### src/rtl/wsl3_pkg.sv
// Shared types, constants and mix functions for the lookup3 word stream hash.
// Used by every module of the block; depends on nothing else.
package wsl3_pkg;

  localparam int unsigned WORD_W      = 32;
  localparam int unsigned COUNT_W     = 30;
  localparam int unsigned CFG_IDX_W   = 1;
  localparam int unsigned QUEUE_DEPTH = 4;

  localparam logic [WORD_W-1:0] INIT_SEEDED   = 32'hdeadbeef;
  localparam logic [WORD_W-1:0] INIT_UNSEEDED = 32'hbe5eeded;

  typedef enum logic [CFG_IDX_W-1:0] {
    CFG_SEED     = 1'b0,
    CFG_UNSEEDED = 1'b1
  } cfg_idx_t;

  typedef enum logic [1:0] {
    SLOT_A = 2'd0,
    SLOT_B = 2'd1,
    SLOT_C = 2'd2
  } slot_t;

  typedef struct packed {
    logic [WORD_W-1:0] a;
    logic [WORD_W-1:0] b;
    logic [WORD_W-1:0] c;
  } abc_t;

  typedef struct packed {
    logic  first;
    logic  empty;
    logic  last;
    slot_t slot;
  } tag_t;

  typedef struct packed {
    logic [WORD_W-1:0] word;
    abc_t              init;
    tag_t              tag;
  } item_t;

  function automatic logic [WORD_W-1:0] rotl(input logic [WORD_W-1:0] x,
                                             input int unsigned k);
    return (x << k) | (x >> (WORD_W - k));
  endfunction

  function automatic abc_t abc_add(input abc_t x, input abc_t y);
    abc_t r;
    r.a = x.a + y.a;
    r.b = x.b + y.b;
    r.c = x.c + y.c;
    return r;
  endfunction

  // Word placed in the lane of its slot, zero in the others.
  function automatic abc_t slot_word(input slot_t slot, input logic [WORD_W-1:0] w);
    abc_t r;
    r = '0;
    priority if (slot == SLOT_A) begin
      r.a = w;
    end else if (slot == SLOT_B) begin
      r.b = w;
    end else begin
      r.c = w;
    end
    return r;
  endfunction

  function automatic abc_t mix_r12(input abc_t s);
    logic [WORD_W-1:0] a, b, c;
    a = s.a; b = s.b; c = s.c;
    a = a - c; a = a ^ rotl(c, 4);  c = c + b;
    b = b - a; b = b ^ rotl(a, 6);  a = a + c;
    return '{a: a, b: b, c: c};
  endfunction

  function automatic abc_t mix_r34(input abc_t s);
    logic [WORD_W-1:0] a, b, c;
    a = s.a; b = s.b; c = s.c;
    c = c - b; c = c ^ rotl(b, 8);  b = b + a;
    a = a - c; a = a ^ rotl(c, 16); c = c + b;
    return '{a: a, b: b, c: c};
  endfunction

  function automatic abc_t mix_r56(input abc_t s);
    logic [WORD_W-1:0] a, b, c;
    a = s.a; b = s.b; c = s.c;
    b = b - a; b = b ^ rotl(a, 19); a = a + c;
    c = c - b; c = c ^ rotl(b, 4);  b = b + a;
    return '{a: a, b: b, c: c};
  endfunction

  function automatic abc_t fin_s1(input abc_t s);
    logic [WORD_W-1:0] a, b, c;
    a = s.a; b = s.b; c = s.c;
    c = c ^ b; c = c - rotl(b, 14);
    a = a ^ c; a = a - rotl(c, 11);
    b = b ^ a; b = b - rotl(a, 25);
    return '{a: a, b: b, c: c};
  endfunction

  function automatic abc_t fin_s2(input abc_t s);
    logic [WORD_W-1:0] a, b, c;
    a = s.a; b = s.b; c = s.c;
    c = c ^ b; c = c - rotl(b, 16);
    a = a ^ c; a = a - rotl(c, 4);
    return '{a: a, b: b, c: c};
  endfunction

  function automatic logic [WORD_W-1:0] fin_s3(input abc_t s);
    logic [WORD_W-1:0] b, c;
    b = s.b; c = s.c;
    b = b ^ s.a; b = b - rotl(s.a, 14);
    c = c ^ b;   c = c - rotl(b, 24);
    return c;
  endfunction

endpackage

### src/rtl/word_stream_hash_lookup3_32.sv
// Top level of the lookup3 word stream hash: front end, queue, back end, final mix.
// A result is valid once its last word has passed the queue and the final mix registers.
// Throughput: one word per cycle unless in_stall is high; a last word arriving within two
// words after a completed triple waits for the three-stage step mix; the queue absorbs it.
// Reset (rst_n low, synchronous) clears both registers, message state, queue and valids.
module word_stream_hash_lookup3_32 #(
  parameter int unsigned QUEUE_DEPTH = wsl3_pkg::QUEUE_DEPTH
) (
  input  logic                           clk,
  input  logic                           rst_n,
  input  logic                           in_valid,
  output logic                           in_stall,
  input  logic [wsl3_pkg::WORD_W-1:0]    in_data_word,
  input  logic [wsl3_pkg::COUNT_W-1:0]   in_total_words,
  input  logic                           in_last_word,
  output logic                           out_valid,
  input  logic                           out_stall,
  output logic [wsl3_pkg::WORD_W-1:0]    out_hash_value,
  input  logic                           cfg_wr_en,
  input  logic [wsl3_pkg::CFG_IDX_W-1:0] cfg_index,
  input  logic [wsl3_pkg::WORD_W-1:0]    cfg_wr_data
);

  wsl3_pkg::item_t push_item, pop_item;
  wsl3_pkg::abc_t  fin_state;
  logic            q_full, q_push, q_pop, q_valid;
  logic            fin_push, fin_raw, fin_ready;

  assign in_stall = q_full;

  wsl3_front u_front (
    .clk            (clk),
    .rst_n          (rst_n),
    .in_valid       (in_valid),
    .in_data_word   (in_data_word),
    .in_total_words (in_total_words),
    .in_last_word   (in_last_word),
    .cfg_wr_en      (cfg_wr_en),
    .cfg_index      (cfg_index),
    .cfg_wr_data    (cfg_wr_data),
    .q_full         (q_full),
    .q_push         (q_push),
    .q_item         (push_item)
  );

  wsl3_fifo #(
    .DEPTH (QUEUE_DEPTH)
  ) u_fifo (
    .clk       (clk),
    .rst_n     (rst_n),
    .push      (q_push),
    .push_item (push_item),
    .full      (q_full),
    .pop       (q_pop),
    .not_empty (q_valid),
    .pop_item  (pop_item)
  );

  wsl3_back u_back (
    .clk       (clk),
    .rst_n     (rst_n),
    .q_valid   (q_valid),
    .q_item    (pop_item),
    .q_pop     (q_pop),
    .fin_ready (fin_ready),
    .fin_push  (fin_push),
    .fin_state (fin_state),
    .fin_raw   (fin_raw)
  );

  wsl3_final u_final (
    .clk            (clk),
    .rst_n          (rst_n),
    .fin_push       (fin_push),
    .fin_state      (fin_state),
    .fin_raw        (fin_raw),
    .fin_ready      (fin_ready),
    .out_valid      (out_valid),
    .out_stall      (out_stall),
    .out_hash_value (out_hash_value)
  );

endmodule

### src/rtl/wsl3_front.sv
// Front end: configuration registers, input transfer and item classification.
// Tracks message position and computes the initial state; uses wsl3_pkg.
module wsl3_front (
  input  logic                                clk,
  input  logic                                rst_n,
  input  logic                                in_valid,
  input  logic [wsl3_pkg::WORD_W-1:0]         in_data_word,
  input  logic [wsl3_pkg::COUNT_W-1:0]        in_total_words,
  input  logic                                in_last_word,
  input  logic                                cfg_wr_en,
  input  logic [wsl3_pkg::CFG_IDX_W-1:0]      cfg_index,
  input  logic [wsl3_pkg::WORD_W-1:0]         cfg_wr_data,
  input  logic                                q_full,
  output logic                                q_push,
  output wsl3_pkg::item_t                     q_item
);

  logic [wsl3_pkg::WORD_W-1:0] seed_r, seed_nxt;
  logic                        unseeded_r, unseeded_nxt;
  logic                        in_msg_r, in_msg_nxt;
  wsl3_pkg::slot_t             slot_r, slot_nxt;
  wsl3_pkg::slot_t             slot_cur;
  logic [wsl3_pkg::WORD_W-1:0] seeded_v;

  always_comb begin
    seed_nxt     = seed_r;
    unseeded_nxt = unseeded_r;
    if (cfg_wr_en) begin
      unique case (wsl3_pkg::cfg_idx_t'(cfg_index))
        wsl3_pkg::CFG_SEED:     seed_nxt = cfg_wr_data;
        wsl3_pkg::CFG_UNSEEDED: unseeded_nxt = cfg_wr_data[0];
      endcase
    end
  end

  always_comb begin
    q_push   = in_valid && !q_full;
    slot_cur = in_msg_r ? slot_r : wsl3_pkg::SLOT_A;
    seeded_v = wsl3_pkg::INIT_SEEDED + {in_total_words, 2'b00} + seed_r;

    q_item.word      = in_data_word;
    q_item.tag.first = !in_msg_r;
    q_item.tag.empty = !in_msg_r && (in_total_words == '0);
    q_item.tag.last  = in_last_word;
    q_item.tag.slot  = slot_cur;
    if (unseeded_r) begin
      q_item.init.a = wsl3_pkg::INIT_UNSEEDED;
      q_item.init.b = {2'b00, in_total_words};
      q_item.init.c = '0;
    end else begin
      q_item.init.a = seeded_v;
      q_item.init.b = seeded_v;
      q_item.init.c = seeded_v;
    end

    in_msg_nxt = in_msg_r;
    slot_nxt   = slot_r;
    if (q_push && !q_item.tag.empty) begin
      if (in_last_word) begin
        in_msg_nxt = 1'b0;
        slot_nxt   = wsl3_pkg::SLOT_A;
      end else begin
        in_msg_nxt = 1'b1;
        priority if (slot_cur == wsl3_pkg::SLOT_A) begin
          slot_nxt = wsl3_pkg::SLOT_B;
        end else if (slot_cur == wsl3_pkg::SLOT_B) begin
          slot_nxt = wsl3_pkg::SLOT_C;
        end else begin
          slot_nxt = wsl3_pkg::SLOT_A;
        end
      end
    end
  end

  always_ff @(posedge clk) begin
    if (!rst_n) begin
      seed_r     <= '0;
      unseeded_r <= 1'b0;
      in_msg_r   <= 1'b0;
      slot_r     <= wsl3_pkg::SLOT_A;
    end else begin
      seed_r     <= seed_nxt;
      unseeded_r <= unseeded_nxt;
      in_msg_r   <= in_msg_nxt;
      slot_r     <= slot_nxt;
    end
  end

endmodule

### src/rtl/wsl3_fifo.sv
// Short queue of classified items between the front end and the back end.
// Holds wsl3_pkg::item_t entries; depth is set by the top level.
module wsl3_fifo #(
  parameter int unsigned DEPTH = wsl3_pkg::QUEUE_DEPTH
) (
  input  logic            clk,
  input  logic            rst_n,
  input  logic            push,
  input  wsl3_pkg::item_t push_item,
  output logic            full,
  input  logic            pop,
  output logic            not_empty,
  output wsl3_pkg::item_t pop_item
);

  localparam int unsigned PTR_W = (DEPTH > 1) ? $clog2(DEPTH) : 1;
  localparam int unsigned CNT_W = $clog2(DEPTH + 1);

  wsl3_pkg::item_t  mem [DEPTH];
  logic [PTR_W-1:0] wr_ptr_r, wr_ptr_nxt;
  logic [PTR_W-1:0] rd_ptr_r, rd_ptr_nxt;
  logic [CNT_W-1:0] count_r, count_nxt;
  logic             do_push, do_pop;

  always_comb begin
    full      = (count_r == CNT_W'(DEPTH));
    not_empty = (count_r != '0);
    pop_item  = mem[rd_ptr_r];
    do_push   = push && !full;
    do_pop    = pop && not_empty;

    wr_ptr_nxt = wr_ptr_r;
    rd_ptr_nxt = rd_ptr_r;
    if (do_push) begin
      wr_ptr_nxt = (wr_ptr_r == PTR_W'(DEPTH - 1)) ? '0 : wr_ptr_r + 1'b1;
    end
    if (do_pop) begin
      rd_ptr_nxt = (rd_ptr_r == PTR_W'(DEPTH - 1)) ? '0 : rd_ptr_r + 1'b1;
    end
    count_nxt = count_r;
    if (do_push && !do_pop) begin
      count_nxt = count_r + 1'b1;
    end else if (do_pop && !do_push) begin
      count_nxt = count_r - 1'b1;
    end
  end

  always_ff @(posedge clk) begin
    if (do_push) begin
      mem[wr_ptr_r] <= push_item;
    end
  end

  always_ff @(posedge clk) begin
    if (!rst_n) begin
      wr_ptr_r <= '0;
      rd_ptr_r <= '0;
      count_r  <= '0;
    end else begin
      wr_ptr_r <= wr_ptr_nxt;
      rd_ptr_r <= rd_ptr_nxt;
      count_r  <= count_nxt;
    end
  end

endmodule

### src/rtl/wsl3_back.sv
// Back end: word accumulation and the three-stage step mix pipeline.
// Hands finished states to wsl3_final; uses wsl3_pkg types and functions.
module wsl3_back (
  input  logic            clk,
  input  logic            rst_n,
  input  logic            q_valid,
  input  wsl3_pkg::item_t q_item,
  output logic            q_pop,
  input  logic            fin_ready,
  output logic            fin_push,
  output wsl3_pkg::abc_t  fin_state,
  output logic            fin_raw
);

  wsl3_pkg::abc_t base_r, base_nxt;
  wsl3_pkg::abc_t pend_r, pend_nxt;
  wsl3_pkg::abc_t s1_r, s1_nxt;
  wsl3_pkg::abc_t s2_r, s2_nxt;
  logic           v1_r, v1_nxt;
  logic           v2_r, v2_nxt;

  wsl3_pkg::abc_t wadd, src, sum;
  logic           triple_end, needs_final, needs_state, go;

  always_comb begin
    triple_end  = !q_item.tag.last && !q_item.tag.empty &&
                  (q_item.tag.slot == wsl3_pkg::SLOT_C);
    needs_final = q_item.tag.empty || q_item.tag.last;
    needs_state = q_item.tag.first || q_item.tag.last || triple_end;
    go          = q_valid && !(needs_final && !fin_ready) &&
                  !(needs_state && (v1_r || v2_r));
    q_pop       = go;

    wadd = wsl3_pkg::slot_word(q_item.tag.slot, q_item.word);
    src  = q_item.tag.first ? q_item.init : wsl3_pkg::abc_add(base_r, pend_r);
    sum  = wsl3_pkg::abc_add(src, wadd);

    fin_push  = go && needs_final;
    fin_raw   = q_item.tag.empty;
    fin_state = q_item.tag.empty ? q_item.init : sum;

    v1_nxt = go && triple_end;
    s1_nxt = wsl3_pkg::mix_r12(sum);
    v2_nxt = v1_r;
    s2_nxt = wsl3_pkg::mix_r34(s1_r);

    base_nxt = base_r;
    if (v2_r) begin
      base_nxt = wsl3_pkg::mix_r56(s2_r);
    end else if (go && q_item.tag.first && !needs_final) begin
      base_nxt = q_item.init;
    end

    pend_nxt = pend_r;
    if (go && !needs_final) begin
      if (triple_end) begin
        pend_nxt = '0;
      end else if (q_item.tag.first) begin
        pend_nxt = wadd;
      end else begin
        pend_nxt = wsl3_pkg::abc_add(pend_r, wadd);
      end
    end
  end

  always_ff @(posedge clk) begin
    base_r <= base_nxt;
    pend_r <= pend_nxt;
    s1_r   <= s1_nxt;
    s2_r   <= s2_nxt;
  end

  always_ff @(posedge clk) begin
    if (!rst_n) begin
      v1_r <= 1'b0;
      v2_r <= 1'b0;
    end else begin
      v1_r <= v1_nxt;
      v2_r <= v2_nxt;
    end
  end

endmodule

### src/rtl/wsl3_final.sv
// Final mix pipeline and output register of the hash.
// Three mix stages behind an entry register; uses wsl3_pkg functions.
module wsl3_final (
  input  logic                        clk,
  input  logic                        rst_n,
  input  logic                        fin_push,
  input  wsl3_pkg::abc_t              fin_state,
  input  logic                        fin_raw,
  output logic                        fin_ready,
  output logic                        out_valid,
  input  logic                        out_stall,
  output logic [wsl3_pkg::WORD_W-1:0] out_hash_value
);

  wsl3_pkg::abc_t              f0_r, f1_r, f2_r;
  logic [wsl3_pkg::WORD_W-1:0] f3_r;
  logic                        r0_r, r1_r, r2_r;
  logic                        v0_r, v1_r, v2_r, v3_r;
  logic                        en;

  assign en             = !(v3_r && out_stall);
  assign fin_ready      = en;
  assign out_valid      = v3_r;
  assign out_hash_value = f3_r;

  always_ff @(posedge clk) begin
    if (en) begin
      f0_r <= fin_state;
      r0_r <= fin_raw;
      f1_r <= r0_r ? f0_r : wsl3_pkg::fin_s1(f0_r);
      r1_r <= r0_r;
      f2_r <= r1_r ? f1_r : wsl3_pkg::fin_s2(f1_r);
      r2_r <= r1_r;
      f3_r <= r2_r ? f2_r.c : wsl3_pkg::fin_s3(f2_r);
    end
  end

  always_ff @(posedge clk) begin
    if (!rst_n) begin
      v0_r <= 1'b0;
      v1_r <= 1'b0;
      v2_r <= 1'b0;
      v3_r <= 1'b0;
    end else if (en) begin
      v0_r <= fin_push;
      v1_r <= v0_r;
      v2_r <= v1_r;
      v3_r <= v2_r;
    end
  end

endmodule

### config.mk
export PLATFORM = sky130hd
export DESIGN_NAME = word_stream_hash_lookup3_32
export DESIGN_NICKNAME = d
export VERILOG_FILES = /design/src/rtl/wsl3_pkg.sv /design/src/rtl/word_stream_hash_lookup3_32.sv /design/src/rtl/wsl3_front.sv /design/src/rtl/wsl3_fifo.sv /design/src/rtl/wsl3_back.sv /design/src/rtl/wsl3_final.sv
export SDC_FILE = /design/constraint.sdc
export NUM_CORES = 2
export LEC_CHECK = 0
export ABC_AREA = 1
export BUFFER_PORTS_ARGS = -buffer_cell sky130_fd_sc_hd__buf_2
export CORE_ASPECT_RATIO = 1.1
export CORE_MARGIN = 3
export CORE_UTILIZATION = 50
export DETAILED_ROUTE_END_ITERATION = 8
export PLACE_DENSITY = 0.74
export SLEW_MARGIN = 40
export SYNTH_ARGS = -nofsm -noshare
export SYNTH_HDL_FRONTEND = slang
export SYNTH_SLANG_ARGS = --single-unit
### constraint.sdc
create_clock -name clk -period 12.53 [get_ports clk]
set_input_delay 0.6265 -clock clk [delete_from_list [all_inputs] [get_ports clk]]
set_output_delay 0.6265 -clock clk [all_outputs]
set_load 0.05 [all_outputs]
==> Word level (Yosys, flattened, before mapping) <==
Memory sizes are Yosys's and may differ from the RTL's. A register that Yosys moved wholly into a read port is not among the register bits.
Cells that the tools add are included.
{ "totals": {"register_bits": 756, "latchBits": 0, "ram_bits": 532, "mem_bits_ro": 0, "inputBits": 101, "out_inout_bits": 34, "elab_cells": 173, "mem_count": 1} }
{ "op_classes": {"addsub": 34, "n_mul": 0, "div": 0, "order_cmp": 0, "n_eq_ne": 6, "n_shift": 0, "muxes": 26, "bitwise": 27, "reduce_logical": 41} }
{ "memory_table": {"columns": ["name", "words", "width", "read_ports", "rd_clocked_by_memory_dff", "wr", "line_no", "rtl"], "rows": [
  ["u_fifo.mem", 4, 133, 1, 1, 1, "wsl3_fifo.sv:19", "wsl3_pkg::item_t mem [DEPTH];"]
]} }
{ "op_table": {"columns": ["cell", "count"], "rows": [
  ["$mux W96", 8],
  ["$add A32 B32 Y32", 16],
  ["$sub A32 B32 Y32", 13],
  ["$xor A32 B32 Y32", 13],
  ["$mux W32", 4],
  ["$or A32 B4 Y32", 3],
  ["$mux W64", 1],
  ["$or A32 B14 Y32", 2],
  ["$or A32 B16 Y32", 2],
  ["$add A32 B32 Y32 const A", 1],
  ["$or A32 B11 Y32", 1],
  ["$or A32 B19 Y32", 1],
  ["$or A32 B24 Y32", 1],
  ["$or A32 B25 Y32", 1],
  ["$or A32 B6 Y32", 1],
  ["$or A32 B8 Y32", 1],
  ["$logic_not A30 Y1", 1],
  ["$logic_and A1 B1 Y1", 19],
  ["$mux W2", 8],
  ["$logic_not A1 Y1", 10],
  ["$eq A2 B2 Y1 const B", 3],
  ["$mux W3", 2],
  ["$add A2 B1 Y2 const B", 2],
  ["$eq A2 B1 Y1 const B", 2],
  ["10 further kinds", 18]
]} }

==> Longest topological paths before layout <==
{ "depth": {"ltp_word": 11, "depth_mapped": 50, "depth_no_buf": 50} }

==> Modules after synthesis <==
A second synthesis with hierarchy kept.
{ "hier_totals": {"cells_unflattened": 13073, "area_unflattened_um2": 101972.8} }
{ "modules_own_cells": {"columns": ["module", "instances", "cells_each", "area_per_inst_um2", "seq_area_each_um2"], "rows": [
  ["wsl3_back", 1, 7269, 49218.5, 9649.3],
  ["wsl3_final", 1, 3510, 27352.5, 9779.4],
  ["wsl3_fifo", 1, 1356, 20210.6, 16155.5],
  ["wsl3_front", 1, 938, 5191.2, 720.7]
]} }

==> Worst setup path before layout <==
No wires, ideal clock.
{ "synth_timing": {"kind": "register to register", "from": "register u_final.v3_r, in the netlist u_final.out_valid", "to": "register u_fifo.count_r[2]", "setup_ps": 122, "t_arrival_ps": 8990, "t_required_ps": 12408, "slack_ps": 3418, "stages_incl_launch_ff": 12, "n_path_buf": 0, "period_less_slack_ps": 9112, "cell_sequence": "dfxtp_1 -> nand2_1 -> a21oi_1 -> nor2_2 -> inv_1 -> ha_1 -> inv_1 -> fa_1 -> a21oi_1 -> o21ai_0 -> o21ai_0 -> a21oi_1"} }
{ "synth_between": {"elab_chain_len": 9, "word_cells_on_any_way": 11, "cone_classes": "mux (1); reduce/logical (10)"} }
{ "synth_rtl": {"columns": ["item", "line_no", "rtl"], "rows": [
  ["start: declaration", "wsl3_final.sv:18", "logic v0_r, v1_r, v2_r, v3_r;"],
  ["start signal: assignment", "wsl3_final.sv:48", "v3_r <= v2_r;"],
  ["$logic_and A1 B1 Y1 (*)", "wsl3_final.sv:21", "assign en = !(v3_r && out_stall);"],
  ["$logic_and A1 B1 Y1 (*)", "wsl3_back.sv:30", "go = q_valid && !(needs_final && !fin_ready) &&"],
  ["$logic_not A1 Y1 (*)", "wsl3_back.sv:30", null],
  ["$logic_and A1 B1 Y1 (*) (2 in a row)", "wsl3_back.sv:30", null],
  ["$logic_and A1 B1 Y1 (*)", "wsl3_fifo.sv:30", "do_pop = pop && not_empty;"],
  ["$logic_not A1 Y1", "wsl3_fifo.sv:41", "if (do_push && !do_pop) begin"],
  ["$logic_and A1 B1 Y1", "wsl3_fifo.sv:41", null],
  ["$mux W3 / $reduce_bool A2 Y1 (equally long branches)", null, null],
  ["end signal: assignment", "wsl3_fifo.sv:62", "count_r <= count_nxt;"],
  ["end: declaration", "wsl3_fifo.sv:22", "logic [CNT_W-1:0] count_r, count_nxt;"]
]} }
Mark *: on every way between the ends. The rest lies on a longest branch, timed or not.
A chain may end at the register's enable or synchronous reset.

==> results <==
- The maximum count of clock buffers along a single path is 3.
- Measured against its own limit, the worst slew margin works out to 33.20%.
- Synthesis inferred 1,246 register bits.
- The I/O pin count is 135.
- The half-perimeter wire length after placement is 349,700 µm.
- The number of buffers created by CTS is 141.
- Gates resized during post-CTS repair numbered 0.
- After the first detailed-routing iteration, the DRC count stood at 11,110.
- On the final layout, the worst clock skew is 61.66 ps.
- The required time at the endpoint of the critical path is 13,260 ps.
- The first global-routing pass estimated 604,000 µm of wire.
- Setup repair after global routing left no endpoint under its margin.
- The effective utilization at floorplan is 50.51%.
- The number of warnings printed during yosys synthesis is 0.
- The mapped netlist covers 96,610 µm².
- The mean routed wirelength per cell is 29.03 µm.
- The area growth from synthesis to layout is 10.64%.
- Setup violations remaining at the end of the flow were counted as 0.
- Clock latency on the worst-skew pair, taken at its later pin, is 870 ps.
- For the worst flop-to-flop path, the logic depth is 34.
- The total count of hold-check failures in the final report was 0.
- The initialized floorplan defines 168 standard-cell rows.
- Sorting the synthesized cells by area gives the leading types as sky130_fd_sc_hd__edfxtp_1 31%, sky130_fd_sc_hd__ha_1 12%, sky130_fd_sc_hd__nand2_1 9.4%.
- The type of the tightest min-delay check is input pin to flop.
- The flow ran to the end, and the final reports show no timing, DRC or antenna violations.
- The height of the chip is 467.0 µm.
- The clock-pin transition on the worst setup and hold timing paths is 60 ps.
- In this run the biggest area consumer among cell types represents 31.18% of the synthesized area.
- The TritonCTS clock tree is done.
- The number of slew-limit violations in the final report was 0.
- The post-synthesis cell type with the largest combined area is sky130_fd_sc_hd__edfxtp_1.
- After detailed routing, the number of vias per cell comes to 6.148.
- In the final design database the tool counted 13,180 nets.
- The synthesized design contains 1,003 enable-type register cells.
- The data arrival time at the worst-slack endpoint is 10,130 ps.
- The number of global-route vias before repair is 86,440.
- From left edge to right edge, the die measures 425.1 µm.
- The count of nets left with antenna violations after detail routing is 0.
- The setup path with the least slack is of type flop to flop.
- The number of buffers added for setup after CTS is 0.
- The most common cell type on the critical path is sky130_fd_sc_hd__nand2_1.
- The number of buffer cells added on primary ports is 134.
- The vias after detailed routing is 91,040.
- The sequential fraction of the synthesis area is 36.21%.
- For the pin with the worst max-slew slack, the measured transition is 994.8 ps.
- The sum of routed wire length over all layers is 430,000 µm.
- The tree is rooted in a sky130_fd_sc_hd__clkbuf_16.
- A synthesized cell averages 8.111 µm².
- At the end of routability-driven placement, the weighted congestion stood at 1.124.
- The floorplan die area is 198,500 µm².
- For the finished layout, the period the worst path requires is 9397 ps.
- Before antenna repair, the detailed router went through 9 iterations.
- The worst setup path is captured at a flop.
- The share of cells above drive strength 1 is 6.697%.
- In the synthesized netlist, the number of instances is 11,910.
- The accumulated negative setup slack is 0 ps.
- The count of maximum capacitance violations is 0.
- The number of clock sinks seen by CTS is 1,246.
- The post-route clock period utilization is 75.00%.
- The highest clock frequency the design can meet is 106.4 MHz.
- The number of library cell types mapped by synthesis is 79.
- Summed over all layers, the global routing overflow is 0.
- The net count of the mapped netlist is 12,970.
- STA classifies the critical path startpoint as a flop.
- In this run the worst path has a maximum fanout of 104.
- For this run, the leading register cell type out of synthesis is sky130_fd_sc_hd__edfxtp_1.
- The most frequent cell after synthesis is sky130_fd_sc_hd__nand2_1.
- Counting instances, the worst hold path has a depth of 3.
- The core area is 191,300 µm².
- For this run, the total global-route usage over all layers was measured as 42.28%.
- The fraction of registers with async set or reset after synthesis is 0%.
- Counting instances in the post-synthesis netlist gives the leading cell types as 2,407 x sky130_fd_sc_hd__nand2_1, 1,430 x sky130_fd_sc_hd__inv_1, 1,131 x sky130_fd_sc_hd__a21oi_1.
- The number of levels in the clock H-tree is 4.
- After detailed routing, the number of remaining DRC violations is 0.
- The initial antenna violation count is 68.
- The slowest stage of the critical path belongs to the cell sky130_fd_sc_hd__buf_4.
- Entering global routing, the biggest net connects 111 pins.
- For this run, the slowest stage of the critical path takes 750 ps.
-- cell usage in the layout, fill, tap and decap left out, drive strengths merged, types with 160 or more instances in the layout --
master,synthesis,final
a21oi,1151,1151
buf,50,253
clkbuf,187,160
dfxtp,243,243
edfxtp,1003,1003
ha,929,929
inv,1450,1460
nand2,2449,2449
nand3,369,369
nor2,786,786
o21ai,1109,1109
xnor2,360,360
xor2,733,733
-- cell type report --
class	instances	area, µm²
Fill cell	17510	84390
Clock inverter	99	1334
Clock buffer	158	3664
Antenna cell	29	72.57
Multi-Input combinational cell	8975	55950
Tap cell	2550	3191
Sequential cell	1246	34990
Inverter	1453	5472
Timing Repair Buffer	299	2222
-- what timing repair did --
item	4_1_cts	5_1_grt
hold buffers	44	0
setup endpoints to repair	0	0
endpoints found under the hold margin	143	0
-- critical path: cells and delay by family, from the launching register on --
kind	cells	cell delay, ps
AND/OR/NAND/NOR	11	1370
AO/OA/AOI/OAI	12	3580
XOR/XNOR	3	880
adder cells (fa/ha/maj)	4	1270
flip-flops	1	520
buffers and inverters	4	1530
-- flip-flops by register name, indices dropped and copies added, names as in the netlist, 2 cells and up, named ones only --
name,count
u_final.f1_r,96
u_front.seed_r,32
u_fifo.count_r,3
u_back.base_r,96
u_front.slot_r,2
u_back.s2_r,96
u_final.out_hash_value,32
u_back.s1_r,96
u_fifo.mem,488
u_final.f0_r,96
u_back.pend_r,96
u_fifo.wr_ptr_r,2
u_final.f2_r,96
u_fifo.rd_ptr_r,2
-- metal layers --
metal	wire, µm	GRT usage (%)	part of all wire (%)
met1	160900	50.82	37
met2	186700	64.90	43
met3	42820	10.81	10
met4	39340	32.43	9.1
met5	195	0	0.045
-- per-stage QoR --
stage                     cell area, µm²  utilization, %  instances  hold slack (ps)  worst slack (ps)
after floorplan                    96610               -      11910            404.0              3418
after global placement            100500           52.56      14460            407.3              2868
after detailed placement          101200           52.90      14470            417.5              3255
after CTS                         106600           55.74      14780            4.248              3187
after global routing              106800           55.85      14790            57.01              2484
final                             106900           55.88      14810            50.43              3133
-- path summary, 6_finish.rpt --
| kind | start | to | slack (ps) |
|---|---|---|---|
| setup / recovery | flop | u_back.s1_r[89] | 3130 |
| hold / removal | cfg_wr_data[27] | u_front.seed_r[27] | 50 |
| setup reg to reg | flop | u_back.s1_r[89] | 3130 |
| hold reg to reg | u_back.v1_r | u_back.v2_r | 430 |
-- cells by family (layout without fill, tap and decap cells) --
family / Yosys count / in the layout / share of synthesized area [%]
and+or+nand+nor: 3958 / 3958 / 16.98
AOI/OAI and AO/OA: 2962 / 2962 / 17.48
DFF: 1246 / 1246 / 36.21
other: 0 / 29 / 0
buffers and inverters: 1690 / 2009 / 6.580
adders and majority gates: 959 / 959 / 12.65
muxes: 1 / 1 / 0.01036
xor gates and xnor gates: 1095 / 1095 / 10.08
Power is left out: the tool's default activity adds up to more than one toggle a clock period on the data nets, which glitch-free logic cannot reach.
